===== src/design/pmsel_pkg.sv =====
// Shared types, widths and codes of the pursuit robot move selector.
// No dependencies; every other design file but the assertion header imports this package.
package pmsel_pkg;

  localparam int CoordBits = 11;
  localparam int PixW      = 11;
  localparam int TolW      = 16;
  localparam int RotW      = 8;
  localparam int SecW      = 16;
  localparam int MoveW     = 3;
  localparam int HoldW     = 11;
  localparam int CfgIdxW   = 3;
  localparam int CfgDataW  = 16;

  localparam int DiffW  = CoordBits + 1;
  localparam int CtrW   = ((CoordBits > PixW - 1) ? CoordBits : PixW - 1) + 1;
  localparam int CrossW = 2 * DiffW;
  localparam int D2W    = CrossW - 1;
  localparam int LhsW   = 2 * CrossW - 2;
  localparam int Tol2W  = 2 * TolW;
  localparam int RhsW   = Tol2W + D2W;
  localparam int CmpW   = (LhsW + 16 > RhsW) ? LhsW + 16 : RhsW;
  localparam int CtrPW  = CtrW + DiffW + 1;
  localparam int MulW   = (CrossW > Tol2W + 1) ? CrossW : Tol2W + 1;
  localparam int ProdW  = 2 * MulW;
  localparam int DistW  = (CoordBits > PixW) ? CoordBits : PixW;

  localparam int InFieldsW = 6 * CoordBits + SecW;
  localparam int InW       = ((InFieldsW + 7) / 8) * 8;
  localparam int InUserW   = 3;
  localparam int OutW      = ((MoveW + HoldW + 7) / 8) * 8;

  typedef enum logic [MoveW-1:0] {
    MV_FORWARD  = 3'd0,
    MV_BACKWARD = 3'd1,
    MV_RIGHT    = 3'd2,
    MV_LEFT     = 3'd3,
    MV_STOP     = 3'd4
  } move_e;

  localparam logic [HoldW-1:0] HoldStop   = 11'd100;
  localparam logic [HoldW-1:0] HoldTurn   = 11'd400;
  localparam logic [HoldW-1:0] HoldAttack = 11'd1200;
  localparam logic [HoldW-1:0] HoldCTurn  = 11'd300;
  localparam logic [HoldW-1:0] HoldPush   = 11'd1000;

  typedef enum logic [CfgIdxW-1:0] {
    CFG_FRAME_WIDTH  = 3'd0,
    CFG_FRAME_HEIGHT = 3'd1,
    CFG_ALIGN_TOL    = 3'd2,
    CFG_IMPACT_DIST  = 3'd3,
    CFG_STILL_DIST   = 3'd4,
    CFG_MAX_ROTATE   = 3'd5
  } cfg_idx_e;

  // Multiply sequence, one product per step.
  typedef enum logic [3:0] {
    OP_DX_VY    = 4'd0,
    OP_DY_VX    = 4'd1,
    OP_DX_VX    = 4'd2,
    OP_DY_VY    = 4'd3,
    OP_DX_DX    = 4'd4,
    OP_DY_DY    = 4'd5,
    OP_TOL_TOL  = 4'd6,
    OP_CROSS_SQ = 4'd7,
    OP_TOL2_D2  = 4'd8,
    OP_CX_VY    = 4'd9,
    OP_CY_VX    = 4'd10,
    OP_DONE     = 4'd11
  } op_e;

  typedef enum logic [3:0] {
    S_IDLE   = 4'b0001,
    S_EVAL   = 4'b0010,
    S_MUL    = 4'b0100,
    S_DECIDE = 4'b1000
  } state_e;

  typedef struct packed {
    logic [PixW-1:0] frame_width;
    logic [PixW-1:0] frame_height;
    logic [TolW-1:0] align_tol;
    logic [PixW-1:0] impact_dist;
    logic [PixW-1:0] still_dist;
    logic [RotW-1:0] max_rotate;
  } cfg_t;

  // First field of the beat sits in the lowest bits.
  typedef struct packed {
    logic [SecW-1:0]      now_seconds;
    logic [CoordBits-1:0] tip_y;
    logic [CoordBits-1:0] tip_x;
    logic [CoordBits-1:0] self_y;
    logic [CoordBits-1:0] self_x;
    logic [CoordBits-1:0] opp_y;
    logic [CoordBits-1:0] opp_x;
  } in_item_t;

  typedef struct packed {
    move_e            move;
    logic [HoldW-1:0] hold_ms;
    logic             last;
  } beat_t;

  typedef struct packed {
    logic load;
    logic eval;
    logic mul_en;
    op_e  op;
    logic decide;
  } dp_cmd_t;

  typedef struct packed {
    logic opp_found;
    logic self_found;
    logic tip_found;
    logic ob_empty;
  } dp_status_t;

endpackage


===== src/design/pmsel_cfg_regs.sv =====
// Configuration register bank of the move selector.
// Depends on pmsel_pkg for the register indices and the cfg_t bundle.
module pmsel_cfg_regs import pmsel_pkg::*; (
  input  logic                clk_i,
  input  logic                rst_ni,
  input  logic                cfg_valid_i,
  output logic                cfg_ready_o,
  input  logic [CfgIdxW-1:0]  cfg_index_i,
  input  logic [CfgDataW-1:0] cfg_data_i,
  output cfg_t                cfg_o
);

  cfg_t cfg_q, cfg_d;

  assign cfg_ready_o = 1'b1;
  assign cfg_o       = cfg_q;

  always_comb begin
    cfg_d = cfg_q;
    if (cfg_valid_i) begin
      case (cfg_idx_e'(cfg_index_i))
        CFG_FRAME_WIDTH:  cfg_d.frame_width  = cfg_data_i[PixW-1:0];
        CFG_FRAME_HEIGHT: cfg_d.frame_height = cfg_data_i[PixW-1:0];
        CFG_ALIGN_TOL:    cfg_d.align_tol    = cfg_data_i[TolW-1:0];
        CFG_IMPACT_DIST:  cfg_d.impact_dist  = cfg_data_i[PixW-1:0];
        CFG_STILL_DIST:   cfg_d.still_dist   = cfg_data_i[PixW-1:0];
        CFG_MAX_ROTATE:   cfg_d.max_rotate   = cfg_data_i[RotW-1:0];
        default: ;
      endcase
    end
  end

  always_ff @(posedge clk_i or negedge rst_ni) begin
    if (!rst_ni) begin
      cfg_q.frame_width  <= PixW'(640);
      cfg_q.frame_height <= PixW'(480);
      cfg_q.align_tol    <= TolW'(205);
      cfg_q.impact_dist  <= PixW'(40);
      cfg_q.still_dist   <= PixW'(15);
      cfg_q.max_rotate   <= RotW'(4);
    end else begin
      cfg_q <= cfg_d;
    end
  end

endmodule


===== src/design/pmsel_ctrl.sv =====
// Controller state machine of the move selector: sequences load, checks,
// the shared multiplier and the decision. Depends on pmsel_pkg.
module pmsel_ctrl import pmsel_pkg::*; (
  input  logic       clk_i,
  input  logic       rst_ni,
  input  logic       in_valid_i,
  output logic       in_ready_o,
  input  dp_status_t status_i,
  output dp_cmd_t    cmd_o
);

  state_e state_q, state_d;
  op_e    op_q, op_d;

  assign in_ready_o = (state_q == S_IDLE);

  always_comb begin
    state_d       = state_q;
    op_d          = op_q;
    cmd_o.load    = 1'b0;
    cmd_o.eval    = 1'b0;
    cmd_o.mul_en  = 1'b0;
    cmd_o.op      = op_q;
    cmd_o.decide  = 1'b0;
    case (state_q)
      S_IDLE: begin
        if (in_valid_i) begin
          cmd_o.load = 1'b1;
          state_d    = S_EVAL;
        end
      end
      S_EVAL: begin
        cmd_o.eval = 1'b1;
        if (!status_i.opp_found) begin
          state_d = S_DECIDE;
        end else if (!status_i.self_found || !status_i.tip_found) begin
          state_d = S_IDLE;
        end else begin
          state_d = S_MUL;
          op_d    = OP_DX_VY;
        end
      end
      S_MUL: begin
        if (op_q == OP_DONE) begin
          state_d = S_DECIDE;
        end else begin
          cmd_o.mul_en = 1'b1;
          op_d         = op_e'(op_q + 4'd1);
        end
      end
      S_DECIDE: begin
        // The result buffer takes a whole frame's beats at once.
        if (status_i.ob_empty) begin
          cmd_o.decide = 1'b1;
          state_d      = S_IDLE;
        end
      end
      default: state_d = S_IDLE;
    endcase
  end

  always_ff @(posedge clk_i or negedge rst_ni) begin
    if (!rst_ni) begin
      state_q <= S_IDLE;
      op_q    <= OP_DX_VY;
    end else begin
      state_q <= state_d;
      op_q    <= op_d;
    end
  end

endmodule


===== src/design/pmsel_datapath.sv =====
// Datapath of the move selector: frame registers, tracking state, one shared
// signed multiplier with accumulators, decision logic and result buffer.
// Depends on pmsel_pkg.
module pmsel_datapath import pmsel_pkg::*; (
  input  logic               clk_i,
  input  logic               rst_ni,
  input  cfg_t               cfg_i,
  input  dp_cmd_t            cmd_i,
  output dp_status_t         status_o,
  input  in_item_t           item_i,
  input  logic [InUserW-1:0] found_i,
  output logic               out_valid_o,
  input  logic               out_ready_i,
  output beat_t              out_beat_o
);

  function automatic logic [CoordBits-1:0] abs_diff(input logic [CoordBits-1:0] a,
                                                     input logic [CoordBits-1:0] b);
    return (a >= b) ? a - b : b - a;
  endfunction

  // Frame registers.
  in_item_t item_q;
  logic     opp_q, self_q, tip_q;

  // Tracking state.
  logic [CoordBits-1:0] prev_x_q, prev_y_q;
  logic                 contact_seen_q, rotating_q, attack_back_q, stuck_q;
  logic [SecW-1:0]      rot_start_q;

  // Operands and products.
  logic signed [DiffW-1:0]  dx_q, dy_q, vx_q, vy_q;
  logic signed [CtrW-1:0]   cx_q, cy_q;
  logic signed [MulW-1:0]   a_m, b_m;
  logic signed [ProdW-1:0]  prod, p_q;
  logic                     acc_q;
  op_e                      kd_q;
  logic signed [CrossW-1:0] cross_q, dot_q, cross_abs;
  logic [D2W-1:0]           d2_q;
  logic [Tol2W-1:0]         tol2_q;
  logic [LhsW-1:0]          lhs_q;
  logic [RhsW-1:0]          rhs_q;
  logic signed [CtrPW-1:0]  ctr_q;

  // Decision.
  logic            still, contact, aligned, rot_go, ctr_right, cross_neg, dot_neg;
  logic [SecW-1:0] start, elapsed;
  move_e           turn;
  beat_t           b0, b1;
  logic [1:0]      n_beats;

  // Result buffer.
  logic [1:0] ob_cnt_q;
  beat_t      ob0_q, ob1_q;

  assign status_o.opp_found  = opp_q;
  assign status_o.self_found = self_q;
  assign status_o.tip_found  = tip_q;
  assign status_o.ob_empty   = (ob_cnt_q == 2'd0);

  assign still = (DistW'(abs_diff(item_q.self_x, prev_x_q)) < DistW'(cfg_i.still_dist)) &&
                 (DistW'(abs_diff(item_q.self_y, prev_y_q)) < DistW'(cfg_i.still_dist));
  assign contact = (DistW'(abs_diff(item_q.self_x, item_q.opp_x)) < DistW'(cfg_i.impact_dist)) &&
                   (DistW'(abs_diff(item_q.self_y, item_q.opp_y)) < DistW'(cfg_i.impact_dist));

  always_ff @(posedge clk_i) begin
    if (cmd_i.load) begin
      item_q <= item_i;
      opp_q  <= found_i[0];
      self_q <= found_i[1];
      tip_q  <= found_i[2];
    end
    if (cmd_i.eval) begin
      // Image rows grow downward, so y differences are flipped to point up.
      dx_q <= $signed({1'b0, item_q.opp_x}) - $signed({1'b0, item_q.self_x});
      dy_q <= $signed({1'b0, item_q.self_y}) - $signed({1'b0, item_q.opp_y});
      vx_q <= $signed({1'b0, item_q.tip_x}) - $signed({1'b0, item_q.self_x});
      vy_q <= $signed({1'b0, item_q.self_y}) - $signed({1'b0, item_q.tip_y});
      cx_q <= $signed(CtrW'(cfg_i.frame_width[PixW-1:1])) - $signed(CtrW'(item_q.self_x));
      cy_q <= $signed(CtrW'(item_q.self_y)) - $signed(CtrW'(cfg_i.frame_height[PixW-1:1]));
    end
  end

  // Tracking state updates.
  always_ff @(posedge clk_i or negedge rst_ni) begin
    if (!rst_ni) begin
      prev_x_q       <= '0;
      prev_y_q       <= '0;
      contact_seen_q <= 1'b0;
      stuck_q        <= 1'b0;
      rotating_q     <= 1'b0;
      rot_start_q    <= '0;
      attack_back_q  <= 1'b0;
    end else begin
      if (cmd_i.eval) begin
        stuck_q <= opp_q && self_q && tip_q && contact && contact_seen_q && still;
        if (opp_q && self_q) begin
          prev_x_q <= item_q.self_x;
          prev_y_q <= item_q.self_y;
        end
        if (opp_q && self_q && tip_q) begin
          contact_seen_q <= contact;
        end
      end
      if (cmd_i.decide && opp_q && !stuck_q) begin
        attack_back_q <= dot_neg;
        rotating_q    <= rot_go;
        if (!aligned) begin
          rot_start_q <= start;
        end
      end
    end
  end

  assign cross_abs = cross_q[CrossW-1] ? -cross_q : cross_q;

  always_comb begin
    case (cmd_i.op)
      OP_DX_VY:    begin a_m = MulW'(dx_q); b_m = MulW'(vy_q); end
      OP_DY_VX:    begin a_m = MulW'(dy_q); b_m = MulW'(vx_q); end
      OP_DX_VX:    begin a_m = MulW'(dx_q); b_m = MulW'(vx_q); end
      OP_DY_VY:    begin a_m = MulW'(dy_q); b_m = MulW'(vy_q); end
      OP_DX_DX:    begin a_m = MulW'(dx_q); b_m = MulW'(dx_q); end
      OP_DY_DY:    begin a_m = MulW'(dy_q); b_m = MulW'(dy_q); end
      OP_TOL_TOL: begin
        a_m = $signed(MulW'(cfg_i.align_tol));
        b_m = $signed(MulW'(cfg_i.align_tol));
      end
      OP_CROSS_SQ: begin
        a_m = $signed(MulW'(cross_abs[CrossW-2:0]));
        b_m = $signed(MulW'(cross_abs[CrossW-2:0]));
      end
      OP_TOL2_D2: begin
        a_m = $signed(MulW'(tol2_q));
        b_m = $signed(MulW'(d2_q));
      end
      OP_CX_VY:    begin a_m = MulW'(cx_q); b_m = MulW'(vy_q); end
      OP_CY_VX:    begin a_m = MulW'(cy_q); b_m = MulW'(vx_q); end
      default:     begin a_m = '0; b_m = '0; end
    endcase
  end

  assign prod = a_m * b_m;

  always_ff @(posedge clk_i or negedge rst_ni) begin
    if (!rst_ni) begin
      acc_q <= 1'b0;
      kd_q  <= OP_DX_VY;
    end else begin
      acc_q <= cmd_i.mul_en;
      kd_q  <= cmd_i.op;
    end
  end

  // Each product is registered in p_q, then folded into its accumulator.
  always_ff @(posedge clk_i) begin
    if (cmd_i.mul_en) begin
      p_q <= prod;
    end
    if (acc_q) begin
      case (kd_q)
        OP_DX_VY:    cross_q <= CrossW'(p_q);
        OP_DY_VX:    cross_q <= cross_q - CrossW'(p_q);
        OP_DX_VX:    dot_q   <= CrossW'(p_q);
        OP_DY_VY:    dot_q   <= dot_q + CrossW'(p_q);
        OP_DX_DX:    d2_q    <= D2W'(p_q);
        OP_DY_DY:    d2_q    <= d2_q + D2W'(p_q);
        OP_TOL_TOL:  tol2_q  <= Tol2W'(p_q);
        OP_CROSS_SQ: lhs_q   <= LhsW'(p_q);
        OP_TOL2_D2:  rhs_q   <= RhsW'(p_q);
        OP_CX_VY:    ctr_q   <= CtrPW'(p_q);
        OP_CY_VX:    ctr_q   <= ctr_q - CtrPW'(p_q);
        default: ;
      endcase
    end
  end

  // Aligned when (|cross| * 256)^2 < tol^2 * |d|^2; coincident points never are.
  assign aligned   = (d2_q != '0) && (CmpW'({lhs_q, 16'h0000}) < CmpW'(rhs_q));
  assign cross_neg = cross_q[CrossW-1];
  assign dot_neg   = dot_q[CrossW-1];
  assign turn      = (cross_neg ^ dot_neg) ? MV_LEFT : MV_RIGHT;
  assign start     = rotating_q ? rot_start_q : item_q.now_seconds;
  assign elapsed   = item_q.now_seconds - start;
  assign rot_go    = !aligned && (elapsed < SecW'(cfg_i.max_rotate));
  assign ctr_right = !ctr_q[CtrPW-1] ^ attack_back_q;

  always_comb begin
    b1 = '{move: attack_back_q ? MV_BACKWARD : MV_FORWARD, hold_ms: HoldPush, last: 1'b1};
    n_beats = 2'd1;
    if (!opp_q) begin
      b0 = '{move: MV_STOP, hold_ms: HoldStop, last: 1'b1};
    end else if (stuck_q) begin
      b0 = '{move: ctr_right ? MV_RIGHT : MV_LEFT, hold_ms: HoldCTurn, last: 1'b0};
      n_beats = 2'd2;
    end else if (rot_go) begin
      b0 = '{move: turn, hold_ms: HoldTurn, last: 1'b1};
    end else begin
      b0 = '{move: dot_neg ? MV_BACKWARD : MV_FORWARD, hold_ms: HoldAttack, last: 1'b1};
    end
  end

  always_ff @(posedge clk_i or negedge rst_ni) begin
    if (!rst_ni) begin
      ob_cnt_q <= 2'd0;
    end else if (cmd_i.decide) begin
      ob_cnt_q <= n_beats;
    end else if ((ob_cnt_q != 2'd0) && out_ready_i) begin
      ob_cnt_q <= ob_cnt_q - 2'd1;
    end
  end

  always_ff @(posedge clk_i) begin
    if (cmd_i.decide) begin
      ob0_q <= b0;
      ob1_q <= b1;
    end else if ((ob_cnt_q != 2'd0) && out_ready_i) begin
      ob0_q <= ob1_q;
    end
  end

  assign out_valid_o = (ob_cnt_q != 2'd0);
  assign out_beat_o  = ob0_q;

endmodule


===== src/design/pursuit_robot_move_selector.sv =====
// Sequence: a full frame is loaded and checked, then runs the eleven products one
// per cycle through the single shared multiplier before the decision, which waits
// for an empty result buffer; a frame without an opponent skips the products, and
// one without body or tip returns to idle after the checks. A new frame is taken only while idle.
// Reset: rst_ni is asynchronous and active low; it restores the register
// defaults and clears the tracking state and the result buffer.
module pursuit_robot_move_selector import pmsel_pkg::*; (
  input  logic                clk_i,
  input  logic                rst_ni,
  // Frame input.
  input  logic                s_axis_tvalid,
  output logic                s_axis_tready,
  // tdata from bit 0: opp_x, opp_y, self_x, self_y, tip_x, tip_y, now_seconds, zero fill.
  input  logic [InW-1:0]      s_axis_tdata,
  // tuser from bit 0: opp_found, self_found, tip_found.
  input  logic [InUserW-1:0]  s_axis_tuser,
  // Drive command output.
  output logic                m_axis_tvalid,
  input  logic                m_axis_tready,
  // tdata from bit 0: move, hold_ms, zero fill.
  output logic [OutW-1:0]     m_axis_tdata,
  output logic                m_axis_tlast,
  // Configuration write channel.
  input  logic                cfg_valid_i,
  output logic                cfg_ready_o,
  input  logic [CfgIdxW-1:0]  cfg_index_i,
  input  logic [CfgDataW-1:0] cfg_data_i
);

  cfg_t       cfg;
  dp_cmd_t    cmd;
  dp_status_t status;
  in_item_t   item;
  beat_t      beat;

  // The frame fields sit packed from bit 0; the fill bits above are ignored.
  assign item = in_item_t'(s_axis_tdata[InFieldsW-1:0]);

  pmsel_cfg_regs u_cfg (
    .clk_i       (clk_i),
    .rst_ni      (rst_ni),
    .cfg_valid_i (cfg_valid_i),
    .cfg_ready_o (cfg_ready_o),
    .cfg_index_i (cfg_index_i),
    .cfg_data_i  (cfg_data_i),
    .cfg_o       (cfg)
  );

  // The controller takes one frame at a time; the result buffer in the
  // datapath lets a new frame enter while earlier beats wait on the output.
  pmsel_ctrl u_ctrl (
    .clk_i      (clk_i),
    .rst_ni     (rst_ni),
    .in_valid_i (s_axis_tvalid),
    .in_ready_o (s_axis_tready),
    .status_i   (status),
    .cmd_o      (cmd)
  );

  // A stuck contact gives two beats (ring-centre turn, then a push); every
  // other emitting frame gives one beat marked last.
  pmsel_datapath u_dp (
    .clk_i       (clk_i),
    .rst_ni      (rst_ni),
    .cfg_i       (cfg),
    .cmd_i       (cmd),
    .status_o    (status),
    .item_i      (item),
    .found_i     (s_axis_tuser),
    .out_valid_o (m_axis_tvalid),
    .out_ready_i (m_axis_tready),
    .out_beat_o  (beat)
  );

  assign m_axis_tdata = OutW'({beat.hold_ms, beat.move});
  assign m_axis_tlast = beat.last;

endmodule


===== config.mk =====
export PLATFORM = sky130hd
export DESIGN_NAME = pursuit_robot_move_selector
export DESIGN_NICKNAME = d
export VERILOG_FILES = /design/src/design/pmsel_pkg.sv /design/src/design/pmsel_cfg_regs.sv /design/src/design/pmsel_ctrl.sv /design/src/design/pmsel_datapath.sv /design/src/design/pursuit_robot_move_selector.sv
export SDC_FILE = /design/constraint.sdc
export NUM_CORES = 2
export LEC_CHECK = 0
export ABC_AREA = 1
export BUFFER_PORTS_ARGS = -buffer_cell sky130_fd_sc_hd__buf_4
export CORE_UTILIZATION = 59
export DETAILED_ROUTE_END_ITERATION = 10
export PLACE_DENSITY_LB_ADDON = 0.15
export SLEW_MARGIN = 15
export SYNTH_ARGS = -nofsm -noshare
export SYNTH_HDL_FRONTEND = slang
export SYNTH_SLANG_ARGS = --single-unit

===== constraint.sdc =====
create_clock -name clk_i -period 8.5 [get_ports clk_i]
set_input_delay 1.7 -clock clk_i [delete_from_list [all_inputs] [get_ports clk_i]]
set_output_delay 1.7 -clock clk_i [all_outputs]
set_load 0.01 [all_outputs]

==> summary.txt <==
Global routing
  • First-pass GRT wire length: around 330 mm
  • Vias in the first global route: roughly 56,000
  • Initial antenna violation count: 13
  • GRT Util Overall: a little under two fifths
  • GRT overflow: 0
  • Largest net degree at the start of global routing: 78

Synth
  • Main combinational cell family by area after synthesis: adder cells
  • Ys flop type: edfxtp_1
  • Unique cell type count in the Yosys netlist: 73
  • Syn Inst Count: ~7,700
  • Compound-Gate Fraction of Synth Area: roughly 7.9%
  • Synth warn: 0
  • Async S/R FF share, synth: between 20% and 30%
  • XOR/XNOR Fraction of Synth Area: roughly 2.8%
  • Post-Synth Simple-Gate Area: 14.1%
  • Top-count cell post-synth: inv_1
  • Synth Area in Adders: around 39%
  • Post-synthesis area per instance: a little under 9 um2
  • Top cells by count, synth: inv_1, nand2_1, fa_1
  • Post-synth top area cell: fa_1
  • Mux cell area share after synthesis: less than 1%
  • FF+latch count, synth: a little under 600
  • Sequential-to-total area share from yosys stat: 24.7%
  • Synthesized area: about 68,000 um2
  • Share of the synthesized area in the top cell type: 29.0%
  • Top post-synthesis cells by area: fa_1, edfxtp_1, inv_1
  • Post-synth EDFFs: 455

Critical path
  • Critical path launch point type: flop
  • CP required: between 8 and 9 ns
  • Critical path arrival: 9.11 ns
  • Critical R2R Launch: u_dp.cross_q[7]
  • Setup CP Type: reg2reg
  • Peak per-stage delay on the critical path: around 0.64 ns
  • Max FO, Critical Path: 8
  • Worst path most repeated cell: buf_4
  • Crit-path slowest cell: fa_2
  • CP Launch Point: u_dp.cross_q[7]
  • Critical path capture point type: flop

Cells and area
  • Final-layout fill cell count: between 8,000 and 9,000
  • Share of post-route cells with drive strength above 1: between 10% and 20%
  • Final net count: 10,123
  • Syn-to-layout area delta: 20.8%

Floorplan
  • Horiz. Die Dim: approximately 340 um
  • Starting Density: 59.5%
  • Core Box Area: about 110,000 um2
  • Total die area: between 100,000 and 150,000 um2
  • # rows: 124
  • # IOs: 135
  • Die Y-Extent: between 300 and 400 um

Route
  • DRT Pass-1 Iters: 5
  • Post-Route WL: between 200 and 250 mm
  • Post-DR wirelength/cell: 21.5 um
  • Post-route DRC: 0
  • Remaining antenna violation count: 0
  • DR iter-0 viols: around 4,500
  • DR vias/cell: ~5.5
  • Total number of vias: 55,641

STA
  • Final setup violating endpoints: 19
  • Min Tclk post-route: just under 9 ns
  • Hold violation count in the final report: 0
  • Max Slew Vio Count: 0
  • Max Clock Freq: between 100 and 150 MHz
  • Setup Skew: between 0.03 and 0.04 ns
  • Max-slew headroom: 30.4%
  • Worst Tran Pin Value: between 1 and 1.5 ns
  • Unrepaired setup endpoints after global routing: yes
  • Final worst slack: -0.266 ns
  • Tcrit/Tclk final: 103%

Placed design
  • Hpwl dp: roughly 180 mm
  • Post-Place Setup Slack: -1.01 ns
  • Placer Congestion: approximately 1
  • Port buffer count: 123

Run
  • Max_cap viols: 0

Clock network
  • CTS root buf: clkbuf_16
  • Clock transition at path regs: about 0.060 ns
  • H-tree depth: 3
  • Clock Sinks: about 580
  • Clk_lat worst skew: around 0.63 ns
  • CTS tree: yes
  • Clock tree buffer depth: 3
  • CTS buffer count: 67

Outcome
  • Failing checks: setup timing
  • Status: complete, but fails checks

Min path
  • Hold crit path type: reg2reg
  • Hold_sp: u_dp.p_q[47]
critical path, delay by kind of cell (launching register included):
kind | cells | cell delay (ns)
AOI/OAI and AO/OA | 1 | 0.26
xor gates and xnor gates | 1 | 0.11
adders and majority gates | 9 | 4.30
buffers and inverters | 14 | 1.82
DFF | 1 | 0.38
and+or+nand+nor | 14 | 1.61
cell families (layout without fill, tap and decap cells):
group	Yosys count	in the layout
multiplexers	20	20
AND/OR/NAND/NOR	2344	2346
flip-flops	578	578
XOR/XNOR	218	218
buffers and inverters	2035	2928
other	2	11
AO/OA/AOI/OAI	952	952
adder cells (fa/ha/maj)	1507	1507
cell usage in the layout, fill, tap and decap left out, drive strengths merged, types with 171 or more instances in the layout:
cell | synthesis | routed
o21ai | 393 | 393
buf | 97 | 961
inv | 1835 | 1834
nand2 | 1352 | 1352
a21oi | 364 | 364
nand3 | 171 | 171
nor2 | 672 | 674
fa | 983 | 983
ha | 524 | 524
edfxtp | 455 | 455
per-stage QoR:
step | cell area (um2) | util, % | hold WS (ns) | setup TNS, ns | std cells
2_1_floorplan | 68000 | - | 0.355 | 0 | 7659
3_3_place_gp | 76200 | 66.7 | 0.410 | -13.98 | 9841
3_5_place_dp | 76200 | 66.7 | 0.405 | -16.01 | 9841
4_1_cts | 80600 | 70.5 | 0.420 | -0.563 | 10022
5_1_grt | 82000 | 71.8 | 0.429 | -7.78 | 10068
6_report | 82100 | 71.9 | 0.421 | -2.29 | 10072
flip-flops by register name, indices dropped and copies added, names as in the netlist, 11 cells and up:
signal,count
u_cfg.cfg_o,66
u_dp.cross_q,24
u_dp.ctr_q,25
u_dp.cx_q,12
u_dp.cy_q,12
u_dp.d2_q,23
u_dp.dot_q,24
u_dp.dx_q,12
u_dp.dy_q,12
u_dp.item_q,82
u_dp.lhs_q,46
u_dp.out_beat_o,13
u_dp.p_q,55
u_dp.prev_x_q,11
u_dp.prev_y_q,11
u_dp.rhs_q,55
u_dp.rot_start_q,16
u_dp.tol2_q,32
u_dp.vx_q,12
u_dp.vy_q,12
repair_timing:
item | CTS | global route
endpoints found under the setup margin | 33 | 34
cloned | 3 | 2
buffers inserted | 60 | 46
resized for setup | 425 | 261
pin swaps | 157 | 148
hold buffers | 0 | 0
endpoints found under the hold margin | 0 | 0
per-layer routing:
| metal | vias up | wire [um] | global-route usage [%] |
|---|---|---|---|
| met5 | - | 80 | 0 |
| met4 | 10 | 14300 | 20.0 |
| met3 | 604 | 18900 | 6.41 |
| met2 | 2385 | 101000 | 60.2 |
| met1 | 27318 | 82700 | 48.6 |
| li1 | 25324 | - | - |
path summary, 6_finish.rpt:
path                               endpoint  slack, ns  cells past startpoint
min reg2reg                  u_dp.rhs_q[47]       0.42                      0
max                            u_dp.p_q[51]      -0.27                     39
max reg2reg                    u_dp.p_q[51]      -0.27                     39
min in group asynchronous  u_dp.prev_y_q[3]       1.05                      1
max in group asynchronous    u_ctrl.op_q[0]       5.97                      2
min                          u_dp.rhs_q[47]       0.42                      0
final cells by class:
| cell class | count | area (um2) | share of cell area, % |
|---|---|---|---|
| Multi-Input combinational cell | 5048 | 45800 | 55.9 |
| Inverter | 1843 | 7000 | 8.53 |
| Timing Repair Buffer | 963 | 8330 | 10.1 |
| Sequential cell | 578 | 16800 | 20.4 |
| Clock buffer | 90 | 1920 | 2.34 |
| Tap cell | 1512 | 1890 | 2.31 |
| Antenna cell | 6 | 15.0 | 0.0183 |
| Clock inverter | 32 | 305 | 0.372 |
Power is left out: the tool's default activity adds up to more than one toggle a clock period on the data nets, which glitch-free logic cannot reach.
